`config.mk`:
```
export PLATFORM = sky130hd
export DESIGN_NAME = power_confirm_tracker
export DESIGN_NICKNAME = d
export VERILOG_FILES = /design/src/pct_pkg.sv /design/src/power_confirm_tracker.sv /design/src/pct_csr.sv /design/src/pct_ctrl.sv /design/src/pct_dpath.sv
export SDC_FILE = /design/constraint.sdc
export NUM_CORES = 1
export LEC_CHECK = 0
export ABC_AREA = 1
export BUFFER_PORTS_ARGS = -buffer_cell sky130_fd_sc_hd__buf_2
export CAP_MARGIN = 40
export CORE_MARGIN = 4
export CORE_UTILIZATION = 35
export DETAILED_ROUTE_END_ITERATION = 16
export HOLD_SLACK_MARGIN = 0.12
export PLACE_DENSITY = 0.61
export SETUP_SLACK_MARGIN = 0.5
export SLEW_MARGIN = 20
export SYNTH_ARGS = -nofsm -noshare
export SYNTH_HDL_FRONTEND = slang
export SYNTH_SLANG_ARGS = --single-unit
```
`constraint.sdc`:
```
create_clock -name clock -period 5 [get_ports clock]
set_input_delay 0 -clock clock [delete_from_list [all_inputs] [get_ports clock]]
set_output_delay 0 -clock clock [all_outputs]
set_load 0.01 [all_outputs]
```
`src/pct_pkg.sv`:
```
// ----------------------------------------------------------------------------
// pct_pkg
// Shared types and constants for the power confirmation tracker: event and
// phase codes, the request and response beats, controller/datapath links.
// ----------------------------------------------------------------------------
package pct_pkg;

   // Default table depth
   localparam int MAX_DEVICES_DEF = 8;

   // Configuration space: one register, byte addressed
   localparam int           CSR_ADDR_W      = 3;
   localparam logic         CSR_IDX_TIMEOUT = 1'b0;
   localparam logic [15:0]  TIMEOUT_RESET   = 16'd10000;

   typedef enum logic [1:0] {
      FUNC_EXPECT  = 2'd0,
      FUNC_OBSERVE = 2'd1,
      FUNC_TICK    = 2'd2,
      FUNC_CLEAR   = 2'd3
   } func_type;

   typedef enum logic [1:0] {
      PHASE_IDLE    = 2'd0,
      PHASE_BUSY    = 2'd1,
      PHASE_DONE    = 2'd2,
      PHASE_TIMEOUT = 2'd3
   } phase_type;

   typedef struct packed {
      func_type    func;
      logic [31:0] device_tag;
      logic        want_on;
      logic        already_there;
      logic        reported_on;
      logic [31:0] now_ms;
   } req_type;

   typedef struct packed {
      phase_type   phase_out;
      logic        newly_confirmed;
      logic [3:0]  entry_total;
      logic [3:0]  confirmed_total;
      logic [3:0]  failed_total;
      logic        session_target_on;
   } rsp_type;

   typedef enum logic [1:0] {
      ST_IDLE  = 2'd0,
      ST_SCAN  = 2'd1,
      ST_APPLY = 2'd2,
      ST_RESP  = 2'd3
   } ctrl_state_type;

   // Commands from the controller to the datapath
   typedef struct packed {
      logic load;
      logic step;
      logic apply;
   } ctrl_cmd_type;

   // Status from the datapath to the controller
   typedef struct packed {
      logic scan_done;
   } dp_status_type;

endpackage

```
`src/power_confirm_tracker.sv`:
```
// ----------------------------------------------------------------------------
// power_confirm_tracker
// The response beat is strobed after the table search and the apply state that
//   follow start; the search steps over at most MAX_DEVICES table entries.
// The one-entry-per-cycle tag search runs before any new event is taken, and a
//   new event is taken only when idle. The receiver cannot stall the response.
// Reset (synchronous, active high): session idle, table empty, timeout 10000.
// ----------------------------------------------------------------------------
module power_confirm_tracker #(
   parameter int MAX_DEVICES = pct_pkg::MAX_DEVICES_DEF
) (
   input  logic                           clock,
   input  logic                           reset,
   input  logic                           start,
   output logic                           busy,
   input  pct_pkg::req_type               req_data,
   output logic                           rsp_strobe,
   output pct_pkg::rsp_type               rsp_data,
   input  logic                           psel,
   input  logic                           penable,
   input  logic                           pwrite,
   input  logic [pct_pkg::CSR_ADDR_W-1:0] paddr,
   input  logic [31:0]                    pwdata,
   output logic [31:0]                    prdata,
   output logic                           pready
);

   pct_pkg::ctrl_cmd_type  cmd;
   pct_pkg::dp_status_type status;
   logic [15:0]            timeout_limit;

   pct_csr u_csr (
      .clock         (clock),
      .reset         (reset),
      .psel          (psel),
      .penable       (penable),
      .pwrite        (pwrite),
      .paddr         (paddr),
      .pwdata        (pwdata),
      .prdata        (prdata),
      .pready        (pready),
      .timeout_limit (timeout_limit)
   );

   pct_ctrl u_ctrl (
      .clock      (clock),
      .reset      (reset),
      .start      (start),
      .busy       (busy),
      .rsp_strobe (rsp_strobe),
      .status     (status),
      .cmd        (cmd)
   );

   pct_dpath #(
      .MAX_DEVICES (MAX_DEVICES)
   ) u_dpath (
      .clock         (clock),
      .reset         (reset),
      .cmd           (cmd),
      .status        (status),
      .req_data      (req_data),
      .timeout_limit (timeout_limit),
      .rsp_data      (rsp_data)
   );

endmodule

```
`src/pct_csr.sv`:
```
// ----------------------------------------------------------------------------
// pct_csr
// APB register block holding the session timeout in milliseconds.
// ----------------------------------------------------------------------------
module pct_csr (
   input  logic                             clock,
   input  logic                             reset,
   input  logic                             psel,
   input  logic                             penable,
   input  logic                             pwrite,
   input  logic [pct_pkg::CSR_ADDR_W-1:0]   paddr,
   input  logic [31:0]                      pwdata,
   output logic [31:0]                      prdata,
   output logic                             pready,
   output logic [15:0]                      timeout_limit
);

   logic [15:0] timeout_ff;
   logic [15:0] timeout_in;
   logic        hit_timeout;

   assign pready      = 1'b1;
   assign hit_timeout = (paddr[pct_pkg::CSR_ADDR_W-1:2] == pct_pkg::CSR_IDX_TIMEOUT);

   // Take the write beat in the access phase
   always_comb begin
      timeout_in = timeout_ff;
      if (psel && penable && pwrite && pready && hit_timeout) begin
         timeout_in = pwdata[15:0];
      end
   end

   always_ff @(posedge clock) begin
      if (reset) begin
         timeout_ff <= pct_pkg::TIMEOUT_RESET;
      end else begin
         timeout_ff <= timeout_in;
      end
   end

   // Read back
   assign prdata        = hit_timeout ? {16'd0, timeout_ff} : 32'd0;
   assign timeout_limit = timeout_ff;

endmodule

```
`src/pct_ctrl.sv`:
```
// ----------------------------------------------------------------------------
// pct_ctrl
// Sequencer: accept an event, walk the table, apply the update, present the
// response beat for one cycle.
// ----------------------------------------------------------------------------
module pct_ctrl (
   input  logic                   clock,
   input  logic                   reset,
   input  logic                   start,
   output logic                   busy,
   output logic                   rsp_strobe,
   input  pct_pkg::dp_status_type status,
   output pct_pkg::ctrl_cmd_type  cmd
);

   pct_pkg::ctrl_state_type state_ff;
   pct_pkg::ctrl_state_type state_in;

   // Next state
   always_comb begin
      state_in = state_ff;
      case (state_ff)
         pct_pkg::ST_IDLE: begin
            if (start) begin
               state_in = pct_pkg::ST_SCAN;
            end
         end
         pct_pkg::ST_SCAN: begin
            if (status.scan_done) begin
               state_in = pct_pkg::ST_APPLY;
            end
         end
         pct_pkg::ST_APPLY: begin
            state_in = pct_pkg::ST_RESP;
         end
         pct_pkg::ST_RESP: begin
            state_in = pct_pkg::ST_IDLE;
         end
         default: begin
            state_in = pct_pkg::ST_IDLE;
         end
      endcase
   end

   always_ff @(posedge clock) begin
      if (reset) begin
         state_ff <= pct_pkg::ST_IDLE;
      end else begin
         state_ff <= state_in;
      end
   end

   // Outputs
   always_comb begin
      busy       = 1'b1;
      rsp_strobe = 1'b0;
      cmd        = '0;
      case (state_ff)
         pct_pkg::ST_IDLE: begin
            busy     = 1'b0;
            cmd.load = start;
         end
         pct_pkg::ST_SCAN: begin
            cmd.step = !status.scan_done;
         end
         pct_pkg::ST_APPLY: begin
            cmd.apply = 1'b1;
         end
         pct_pkg::ST_RESP: begin
            rsp_strobe = 1'b1;
         end
         default: begin
            busy = 1'b1;
         end
      endcase
   end

endmodule

```
`src/pct_dpath.sv`:
```
// ----------------------------------------------------------------------------
// pct_dpath
// Session state and device table. Holds the captured event, searches the
// table one entry per cycle and applies the outcome of the event.
// ----------------------------------------------------------------------------
module pct_dpath #(
   parameter int MAX_DEVICES = pct_pkg::MAX_DEVICES_DEF
) (
   input  logic                   clock,
   input  logic                   reset,
   input  pct_pkg::ctrl_cmd_type  cmd,
   output pct_pkg::dp_status_type status,
   input  pct_pkg::req_type       req_data,
   input  logic [15:0]            timeout_limit,
   output pct_pkg::rsp_type       rsp_data
);

   localparam int CW = $clog2(MAX_DEVICES + 1);
   localparam int IW = (MAX_DEVICES > 1) ? $clog2(MAX_DEVICES) : 1;

   // Captured event
   pct_pkg::func_type func_ff, func_in;
   logic [31:0]       tag_ff, tag_in;
   logic              want_ff, want_in;
   logic              there_ff, there_in;
   logic              rep_ff, rep_in;
   logic [31:0]       now_ff, now_in;

   // Search state
   logic [CW-1:0]     idx_ff, idx_in;
   logic              hit_ff, hit_in;
   logic [IW-1:0]     hit_idx_ff, hit_idx_in;

   // Session state
   logic [CW-1:0]      count_ff, count_in;
   logic [CW-1:0]      confd_ff, confd_in;
   pct_pkg::phase_type phase_ff, phase_in;
   logic [31:0]        opened_ff, opened_in;
   logic               fresh_ff, fresh_in;
   logic               first_ff;

   // Device table
   logic [31:0]        tags_ff    [MAX_DEVICES];
   logic               targets_ff [MAX_DEVICES];
   logic               conf_ff    [MAX_DEVICES];

   logic [CW-1:0]      count_inc;
   logic [CW-1:0]      confd_inc;
   logic [CW-1:0]      confd_add;
   logic [31:0]        elapsed;
   logic               add_ok;
   logic               confirm_ok;

   assign count_inc = count_ff + 1'b1;
   assign confd_inc = confd_ff + 1'b1;
   assign confd_add = confd_ff + CW'(there_ff);
   assign elapsed   = now_ff - opened_ff;

   assign add_ok = (func_ff == pct_pkg::FUNC_EXPECT) && !hit_ff &&
                   (count_ff < CW'(MAX_DEVICES));
   assign confirm_ok = (func_ff == pct_pkg::FUNC_OBSERVE) &&
                       (phase_ff != pct_pkg::PHASE_IDLE) && hit_ff &&
                       !conf_ff[hit_idx_ff] && (rep_ff == targets_ff[hit_idx_ff]);

   // Search ends on a match or past the last entry
   assign status.scan_done = hit_ff || (idx_ff >= count_ff);

   always_comb begin
      func_in    = func_ff;
      tag_in     = tag_ff;
      want_in    = want_ff;
      there_in   = there_ff;
      rep_in     = rep_ff;
      now_in     = now_ff;
      idx_in     = idx_ff;
      hit_in     = hit_ff;
      hit_idx_in = hit_idx_ff;
      count_in   = count_ff;
      confd_in   = confd_ff;
      phase_in   = phase_ff;
      opened_in  = opened_ff;
      fresh_in   = fresh_ff;

      // Capture the event; an expect with no session running opens a fresh one
      if (cmd.load) begin
         func_in    = req_data.func;
         tag_in     = req_data.device_tag;
         want_in    = req_data.want_on;
         there_in   = req_data.already_there;
         rep_in     = req_data.reported_on;
         now_in     = req_data.now_ms;
         idx_in     = '0;
         hit_in     = 1'b0;
         hit_idx_in = '0;
         fresh_in   = 1'b0;
         if ((req_data.func == pct_pkg::FUNC_EXPECT) &&
             (phase_ff != pct_pkg::PHASE_BUSY)) begin
            count_in  = '0;
            confd_in  = '0;
            phase_in  = pct_pkg::PHASE_BUSY;
            opened_in = req_data.now_ms;
         end
      end

      // Compare one entry per cycle
      if (cmd.step) begin
         if (tags_ff[idx_ff[IW-1:0]] == tag_ff) begin
            hit_in     = 1'b1;
            hit_idx_in = idx_ff[IW-1:0];
         end else begin
            idx_in = idx_ff + 1'b1;
         end
      end

      // Apply the event
      if (cmd.apply) begin
         case (func_ff)
            pct_pkg::FUNC_EXPECT: begin
               if (add_ok) begin
                  count_in = count_inc;
                  confd_in = confd_add;
                  if (confd_add == count_inc) begin
                     phase_in = pct_pkg::PHASE_DONE;
                  end
               end
            end
            pct_pkg::FUNC_OBSERVE: begin
               if (confirm_ok) begin
                  confd_in = confd_inc;
                  fresh_in = 1'b1;
                  if (confd_inc == count_ff) begin
                     phase_in = pct_pkg::PHASE_DONE;
                  end
               end
            end
            pct_pkg::FUNC_TICK: begin
               if ((phase_ff == pct_pkg::PHASE_BUSY) &&
                   (elapsed >= {16'd0, timeout_limit})) begin
                  phase_in = pct_pkg::PHASE_TIMEOUT;
               end
            end
            pct_pkg::FUNC_CLEAR: begin
               count_in  = '0;
               confd_in  = '0;
               phase_in  = pct_pkg::PHASE_IDLE;
               opened_in = '0;
            end
            default: begin
               phase_in = phase_ff;
            end
         endcase
      end
   end

   // Control state
   always_ff @(posedge clock) begin
      if (reset) begin
         idx_ff    <= '0;
         hit_ff    <= 1'b0;
         count_ff  <= '0;
         confd_ff  <= '0;
         phase_ff  <= pct_pkg::PHASE_IDLE;
         opened_ff <= '0;
         fresh_ff  <= 1'b0;
      end else begin
         idx_ff    <= idx_in;
         hit_ff    <= hit_in;
         count_ff  <= count_in;
         confd_ff  <= confd_in;
         phase_ff  <= phase_in;
         opened_ff <= opened_in;
         fresh_ff  <= fresh_in;
      end
   end

   // Event payload
   always_ff @(posedge clock) begin
      func_ff    <= func_in;
      tag_ff     <= tag_in;
      want_ff    <= want_in;
      there_ff   <= there_in;
      rep_ff     <= rep_in;
      now_ff     <= now_in;
      hit_idx_ff <= hit_idx_in;
   end

   // Table writes: add at the end, or mark a matched entry confirmed
   always_ff @(posedge clock) begin
      if (cmd.apply && add_ok) begin
         tags_ff[count_ff[IW-1:0]]    <= tag_ff;
         targets_ff[count_ff[IW-1:0]] <= want_ff;
         conf_ff[count_ff[IW-1:0]]    <= there_ff;
         if (count_ff == '0) begin
            first_ff <= want_ff;
         end
      end else if (cmd.apply && confirm_ok) begin
         conf_ff[hit_idx_ff] <= 1'b1;
      end
   end

   // Response fields; entries not confirmed in a timed-out session have failed
   always_comb begin
      rsp_data.phase_out         = phase_ff;
      rsp_data.newly_confirmed   = fresh_ff;
      rsp_data.entry_total       = 4'(count_ff);
      rsp_data.confirmed_total   = 4'(confd_ff);
      rsp_data.failed_total      = (phase_ff == pct_pkg::PHASE_TIMEOUT) ?
                                   4'(count_ff - confd_ff) : 4'd0;
      rsp_data.session_target_on = (count_ff != '0) && first_ff;
   end

endmodule

```
# ---- Word level (Yosys, flattened, before mapping)
# Memory sizes are Yosys's and may differ from the RTL's. A register that Yosys moved wholly into a read port is not among the register bits.
# Cells that the tools add are included.
dict set report totals {
  regBits 139
  ram_bits 272
  inputBits 110
  mem_count 3
}
dict set report classes {
  add_sub_neg 6
  n_lt_le_gt_ge 3
  n_eq_ne 15
  mux 56
  bitwise 1
  reduce_logical 27
}
# memory depth width read_ports rd_ports_with_merged_regs write_ports line_no
set memory_table {}
lappend memory_table {u_dpath.tags_ff 8 32 1 1 1 pct_dpath.sv:43} ;# logic [31:0] tags_ff [MAX_DEVICES];
lappend memory_table {u_dpath.conf_ff 8 1 1 1 1 pct_dpath.sv:45} ;# logic conf_ff [MAX_DEVICES];
lappend memory_table {u_dpath.targets_ff 8 1 1 1 1 pct_dpath.sv:44} ;# logic targets_ff [MAX_DEVICES];
# cell n
set ops {}
lappend ops {{2-to-1 mux 32 bit} 4}
lappend ops {{2-to-1 mux 4 bit} 13}
lappend ops {{== test 32 bit} 1}
lappend ops {{>= comparator 32 x 16 -> 1 bit} 1}
lappend ops {{subtractor 32 bit} 1}
lappend ops {{2-to-1 mux 2 bit} 10}
lappend ops {{2-to-1 mux 1 bit} 19}
lappend ops {{2-to-1 mux 16 bit} 1}
lappend ops {{case mux 2 bit (4 select lines)} 2}
lappend ops {{2-to-1 mux 3 bit} 5}
lappend ops {{logical AND 1 bit} 14}
lappend ops {{adder 4 x 1 -> 4 bit (second input constant)} 3}
lappend ops {{case mux 4 bit (3 select lines)} 1}
lappend ops {{== test 2 bit (second input constant)} 5}
lappend ops {{== test 4 bit} 2}
lappend ops {{case mux 4 bit (2 select lines)} 1}
lappend ops {{== test 2 x 1 -> 1 bit (second input constant)} 3}
lappend ops {{zero test 2 bit} 3}
lappend ops {{adder 4 x 1 -> 4 bit} 1}
lappend ops {{>= comparator 4 bit} 1}
lappend ops {{zero test 4 bit} 1}
lappend ops {{< comparator 4 bit (second input constant)} 1}
lappend ops {{inequality test 2 x 1 -> 1 bit (second input constant)} 2}
lappend ops {{AND reduction 2 bit} 2}
lappend ops {{9 further kinds} 11}

# ---- Logic depth before layout (Yosys ltp)
dict set report depth {
  depth_word 11
  depth_mapped 27
  ltp_nobuf 27
}

# ---- Modules after synthesis
# A second synthesis with hierarchy kept.
dict set report hier_totals {
  cells_unflattened 2055
  hier_area_um2 19884.1
}
# module instances cells_each area_each_um2
set by_module_without_submodules {}
lappend by_module_without_submodules {pct_dpath 1 1875 18702.9}
lappend by_module_without_submodules {pct_csr 1 152 992.2}
lappend by_module_without_submodules {pct_ctrl 1 28 188.9}

# ---- Worst setup path before layout
# Ideal clock, no wire load.
dict set report synth_path {
  kind {register to register}
  start {register u_dpath.func_ff[0]}
  end {memory u_dpath.tags_ff[1][0] (enable)}
  setup_ns 0.423
  arrival_ns 3.052
  slack_ns 1.525
  stages_incl_launch_ff 10
  n_path_buf 1
  path_cell_list {edfxtp_1 -> inv_1 -> ha_1 -> buf_2 -> inv_1 -> nor3_1 -> inv_1 -> nor2_1 -> nand2_1 -> nor2_1}
}
dict set report synth_via {
  elab_chain_cells 6
}
# element line_no
set synth_lines {}
lappend synth_lines {{start, declared} pct_dpath.sv:22} ;# pct_pkg::func_type func_ff, func_in;
lappend synth_lines {{start signal, assigned} pct_dpath.sv:178} ;# func_ff <= func_in;
lappend synth_lines {{zero test 2 bit} pct_dpath.sv:59} ;# assign add_ok = (func_ff == pct_pkg::FUNC_EXPECT) && !hit_ff &&
lappend synth_lines {{logical AND 1 bit (2 in series)} pct_dpath.sv:59}
lappend synth_lines {{logical AND 1 bit} pct_dpath.sv:189} ;# if (cmd.apply && add_ok) begin
lappend synth_lines {{2-to-1 mux 1 bit} pct_dpath.sv:189}
lappend synth_lines {{2-to-1 mux 1 bit (implied by the code)} pct_dpath.sv:190} ;# tags_ff[count_ff[IW-1:0]] <= tag_ff;
lappend synth_lines {{end, declared} pct_dpath.sv:43}
# No other way between the ends.

# ---- Worst setup path in the final report
dict set report layout_path {
  start {register u_dpath.idx_ff[0]}
  end {register u_dpath.hit_ff}
}
dict set report layout_via {
  elab_chain_cells 5
}
# element line_no
set layout_lines {}
lappend layout_lines {{start, declared} pct_dpath.sv:30} ;# logic [CW-1:0] idx_ff, idx_in;
lappend layout_lines {{start signal, assigned} pct_dpath.sv:166} ;# idx_ff <= idx_in;
lappend layout_lines {{>= comparator 4 bit} pct_dpath.sv:66} ;# assign status.scan_done = hit_ff || (idx_ff >= count_ff);
lappend layout_lines {{logical OR 1 bit} pct_dpath.sv:66}
lappend layout_lines {{zero test 1 bit} pct_ctrl.sv:64} ;# cmd.step = !status.scan_done;
lappend layout_lines {{2-to-1 mux 1 bit} pct_ctrl.sv:58} ;# case (state_ff)
lappend layout_lines {{2-to-1 mux 1 bit} pct_dpath.sv:106} ;# if (cmd.step) begin
lappend layout_lines {{end signal, assigned} pct_dpath.sv:167} ;# hit_ff <= hit_in;
lappend layout_lines {{end, declared} pct_dpath.sv:31} ;# logic hit_ff, hit_in;
# No other way between the ends.
# A chain may end at the register's enable or synchronous reset.

==> flow_summary.rst <==
.. list-table::
   :header-rows: 1

   * - Metric
     - Value
   * - Result of the run
     - completed
   * - Height of the die
     - 245 um
   * - Share of synthesized registers carrying an async set or reset
     - 0
   * - Wire length of the first global-routing pass
     - 76300 um
   * - Initial core utilization
     - 0.355
   * - TNS Setup
     - 0 ps
   * - Power, Total
     - 9.61 mW
   * - Leakage Power
     - 9.44 nW
   * - Mean instance size in the synthesized netlist
     - 9.86 um^2
   * - Largest vdd supply drop
     - ~0.30 mV
   * - Clock period minus final worst setup slack
     - between 3000 and 4000 ps
   * - Cell variety after synth
     - 46
   * - Combined global-route utilization of all metal layers
     - 0.159
   * - Routed wirelength normalized by instance count
     - 16.3 um
   * - Sinks on Clock Net
     - 411
   * - H-tree level count
     - 2
   * - Critical path peak fanout
     - between 40 and 50
   * - WP data arrival
     - 4140 ps
   * - Total wirelength of the detailed-routed design
     - 49000 um
   * - Final-report max-slew violation count
     - 0
   * - Final net count
     - 2407
   * - Fmax
     - 275 MHz
   * - I/O pins
     - 161
   * - Crit path setup slack, layout
     - approximately 1400 ps
   * - Vias per cell
     - between 4 and 5
   * - Number of rows in the core area
     - 86
   * - Vias in the first global route
     - roughly 14000
   * - HPWL Detailed
     - just over 30000 um
   * - Kind of path behind the tightest hold check
     - in2reg
   * - Critical path required time
     - approximately 5500 ps
   * - Mapped Cells
     - about 2000
   * - Bufs on Longest Clock Path
     - 3
   * - Cts bufs inserted
     - 44
   * - Combinational family with the most area after synthesis
     - simple AND/OR/NAND/NOR gates
   * - Compound-Gate Fraction of Synth Area
     - 0.102
   * - Total congestion overflow after global routing
     - 0
   * - Adder-cell area share of the yosys netlist
     - 0.0460
   * - Post-cts repair resize count
     - 0
   * - Area growth from synthesis to layout
     - 20.3%
   * - Setup slack on the worst flop-to-flop path
     - ~1400 ps
   * - Post-synthesis instance area
     - roughly 0.020 mm^2
   * - CP startpoint kind
     - register
   * - Fillcell total
     - ~5300
   * - Sequential element share of the synthesized area
     - 0.594
   * - Maximum capacitance violations
     - 0
   * - Maximum number of pins on one net before global-route repair
     - 68
   * - Post-synth EDFFs
     - between 300 and 400
   * - Share of the synthesized netlist area taken by xor and xnor gates
     - 0.0286
   * - Remaining design rule violation count
     - 0
   * - Pre-CTS worst setup slack
     - ~1600 ps
   * - WS Path Type
     - reg2reg
   * - Length of the first detailed-routing pass in iterations
     - 5
   * - TritonCTS clock tree
     - built
   * - Nature of the critical path endpoint
     - register
   * - Port bufs
     - about 130
   * - Buffer type at the clock tree root
     - clkbuf_16
   * - Total area of multi-input combinational cells
     - 0.00669 mm^2
   * - Simple-Gate Fraction of Synth Area
     - 0.158
   * - Final Hold Violating Endpoints
     - 0
   * - Rel. slew slack
     - 0.475
   * - Iter 0 DRT Violations
     - 911
   * - Fraction of layout cells with a size suffix above 1
     - 0.103
   * - Setup repair after global routing missed its margin
     - false
   * - Pin slew with the least headroom to its limit
     - between 700 and 800 ps
   * - Setup-violating endpoint count in the final report
     - 0
   * - GP Congestion
     - just over 0.9
   * - Flip-flop and latch count after synthesis
     - 411
   * - Horizontal die dimension
     - about 240 um
   * - Latest clock arrival within the worst-skew pair
     - approximately 570 ps
   * - Number of buffers inserted to repair setup after CTS
     - 0
   * - Period utilization
     - 0.727
   * - Yosys warning count
     - 0
   * - Flip-flop cell with the highest count after synthesis
     - edfxtp_1
   * - Sequential standard cell area
     - ~0.012 mm^2
   * - Residual antenna-violating net count after detailed routing
     - 0
   * - Total Die Area
     - ~0.060 mm^2
   * - Vias post-DR
     - about 15000
   * - Number of antenna violations at the first check in global routing
     - 1
   * - Number of hold buffers added after CTS
     - 118
   * - Worst setup skew after layout
     - 17.1 ps
   * - Post-synthesis mux area share
     - 0
   * - Clock edge transition at the registers on the reported setup and hold paths
     - 60 ps
   * - Pwr per Cell Area
     - approximately 400 mW/mm^2
   * - Placeable core region
     - 0.0553 mm^2
   * - Antenna diodes
     - 0
==> state kept, by name, summed over array words and instances, names as in the netlist <==
signal / count
u_dpath.tags_ff: 256
u_dpath.targets_ff: 8
u_csr.timeout_limit: 16
u_dpath.confd_ff: 4
u_dpath.tag_ff: 32
u_dpath.hit_ff: 1
u_dpath.conf_ff: 8
u_dpath.want_ff: 1
u_dpath.opened_ff: 32
u_dpath.idx_ff: 4
u_dpath.fresh_ff: 1
u_dpath.hit_idx_ff: 3
u_ctrl.state_ff: 2
u_dpath.phase_ff: 2
u_dpath.first_ff: 1
u_dpath.now_ff: 32
u_dpath.rep_ff: 1
u_dpath.func_ff: 2
u_dpath.count_ff: 4
u_dpath.there_ff: 1
==> synth_stat cells (2+ instances only) <==
library cell,n,area (um^2)
o21ai_1,29,145
edfxtp_1,342,10300
o21ai_0,134,671
fa_1,2,40.0
nand3_1,64,320
a21oi_1,67,335
or2_2,2,12.5
nor3_1,14,70.1
o221ai_1,16,140
nand3b_1,3,22.5
nand2_1,403,1510
buf_1,3,11.3
inv_1,235,882
conb_1,2,7.51
nand4_1,11,68.8
and3_1,2,12.5
clkbuf_1,38,143
buf_4,21,158
a211oi_1,39,293
buf_2,16,80.1
o21a_1,4,30.0
xor2_1,39,342
ha_1,69,863
o22ai_1,27,169
and2_1,3,18.8
o211ai_1,18,135
nand2_2,2,12.5
a21o_1,3,22.5
xnor2_1,25,219
a31oi_1,3,18.8
dfxtp_1,69,1380
nor2_1,259,972
nor3_2,2,20.0
inv_2,2,7.51
buf_6,11,124
==> per-stage QoR <==
step,std cells,hold slack [ps],instance area [um^2],utilization
after detailed placement,2810,178,21000,0.380
after floorplan,2005,98.9,19700,-
final,3009,146,23600,0.427
after global routing,3009,130,23600,0.427
after global placement,2809,179,21000,0.379
after CTS,3009,121,23600,0.427
==> report_power, final <==
group | total (mW) | internal (mW) | switching, mW
combinational | 2.13 | 0.787 | 1.34
sequential | 4.32 | 4.09 | 0.226
clock | 3.16 | 1.82 | 1.35
==> path summary, 6_finish.rpt <==
| path | to | start | cells past startpoint |
|---|---|---|---|
| worst min-delay path | u_dpath.want_ff | req_data[34] | 2 |
| worst max-delay path | u_dpath.hit_ff | u_dpath.idx_ff[0] | 12 |
| worst min register to register | u_dpath.opened_ff[12] | u_dpath.opened_ff[12] | 2 |
| worst max register to register | u_dpath.hit_ff | u_dpath.idx_ff[0] | 12 |
==> placed cells by master, fill, tap and decap left out, types with 4 or more instances in the layout <==
cell / count
conb_1: 17
o22ai_1: 27
nor2_1: 251
nand3_1: 64
o221ai_1: 16
clkinv_1: 6
nand4_1: 11
o211ai_1: 18
ha_1: 69
inv_1: 233
dlygate4sd3_1: 118
dfxtp_1: 67
clkbuf_1: 14
a211oi_1: 39
buf_4: 17
nor3_1: 14
clkinv_2: 5
a21oi_1: 67
clkbuf_16: 45
clkbuf_8: 6
nor2_4: 9
buf_12: 4
xor2_1: 39
o21ai_0: 134
buf_2: 125
nand2_1: 402
o21a_1: 4
o21ai_1: 29
xnor2_1: 25
edfxtp_1: 342
==> area by class of cell <==
type | count | area share
clock buffer | 65 | 0.0534
clock inverter | 16 | 0.00673
inverter | 238 | 0.0379
multi-input combinational | 1267 | 0.283
sequential | 411 | 0.494
tap | 748 | 0.0396
timing repair buffer | 264 | 0.0853
==> layer usage <==
metal	vias up	track usage	wire (um)
met5	-	0	0
met4	0	0.0571	1440
met3	95	0.0245	2370
met2	384	0.276	24300
met1	6961	0.201	20800
li1	7176	-	-
==> critical path, cell delays in order, from the launching register on <==
cell	delay [ps]
dfxtp_4	670
buf_4	530
o21ai_0	170
o221ai_1	220
nand2_1	90
xor2_1	190
nand2_1	120
nor2_1	280
nand4_1	150
nor2_2	170
nand3_2	180
a21oi_1	180
dlygate4sd3_1	580
==> cell families after synthesis <==
| group | Yosys count |
|---|---|
| AOI/OAI and AO/OA | 345 |
| and+or+nand+nor | 770 |
| adders and majority gates | 71 |
| buffers and inverters | 327 |
| xor gates and xnor gates | 64 |
| DFF | 411 |
| other | 2 |
Power figures use the tool's default switching activity.
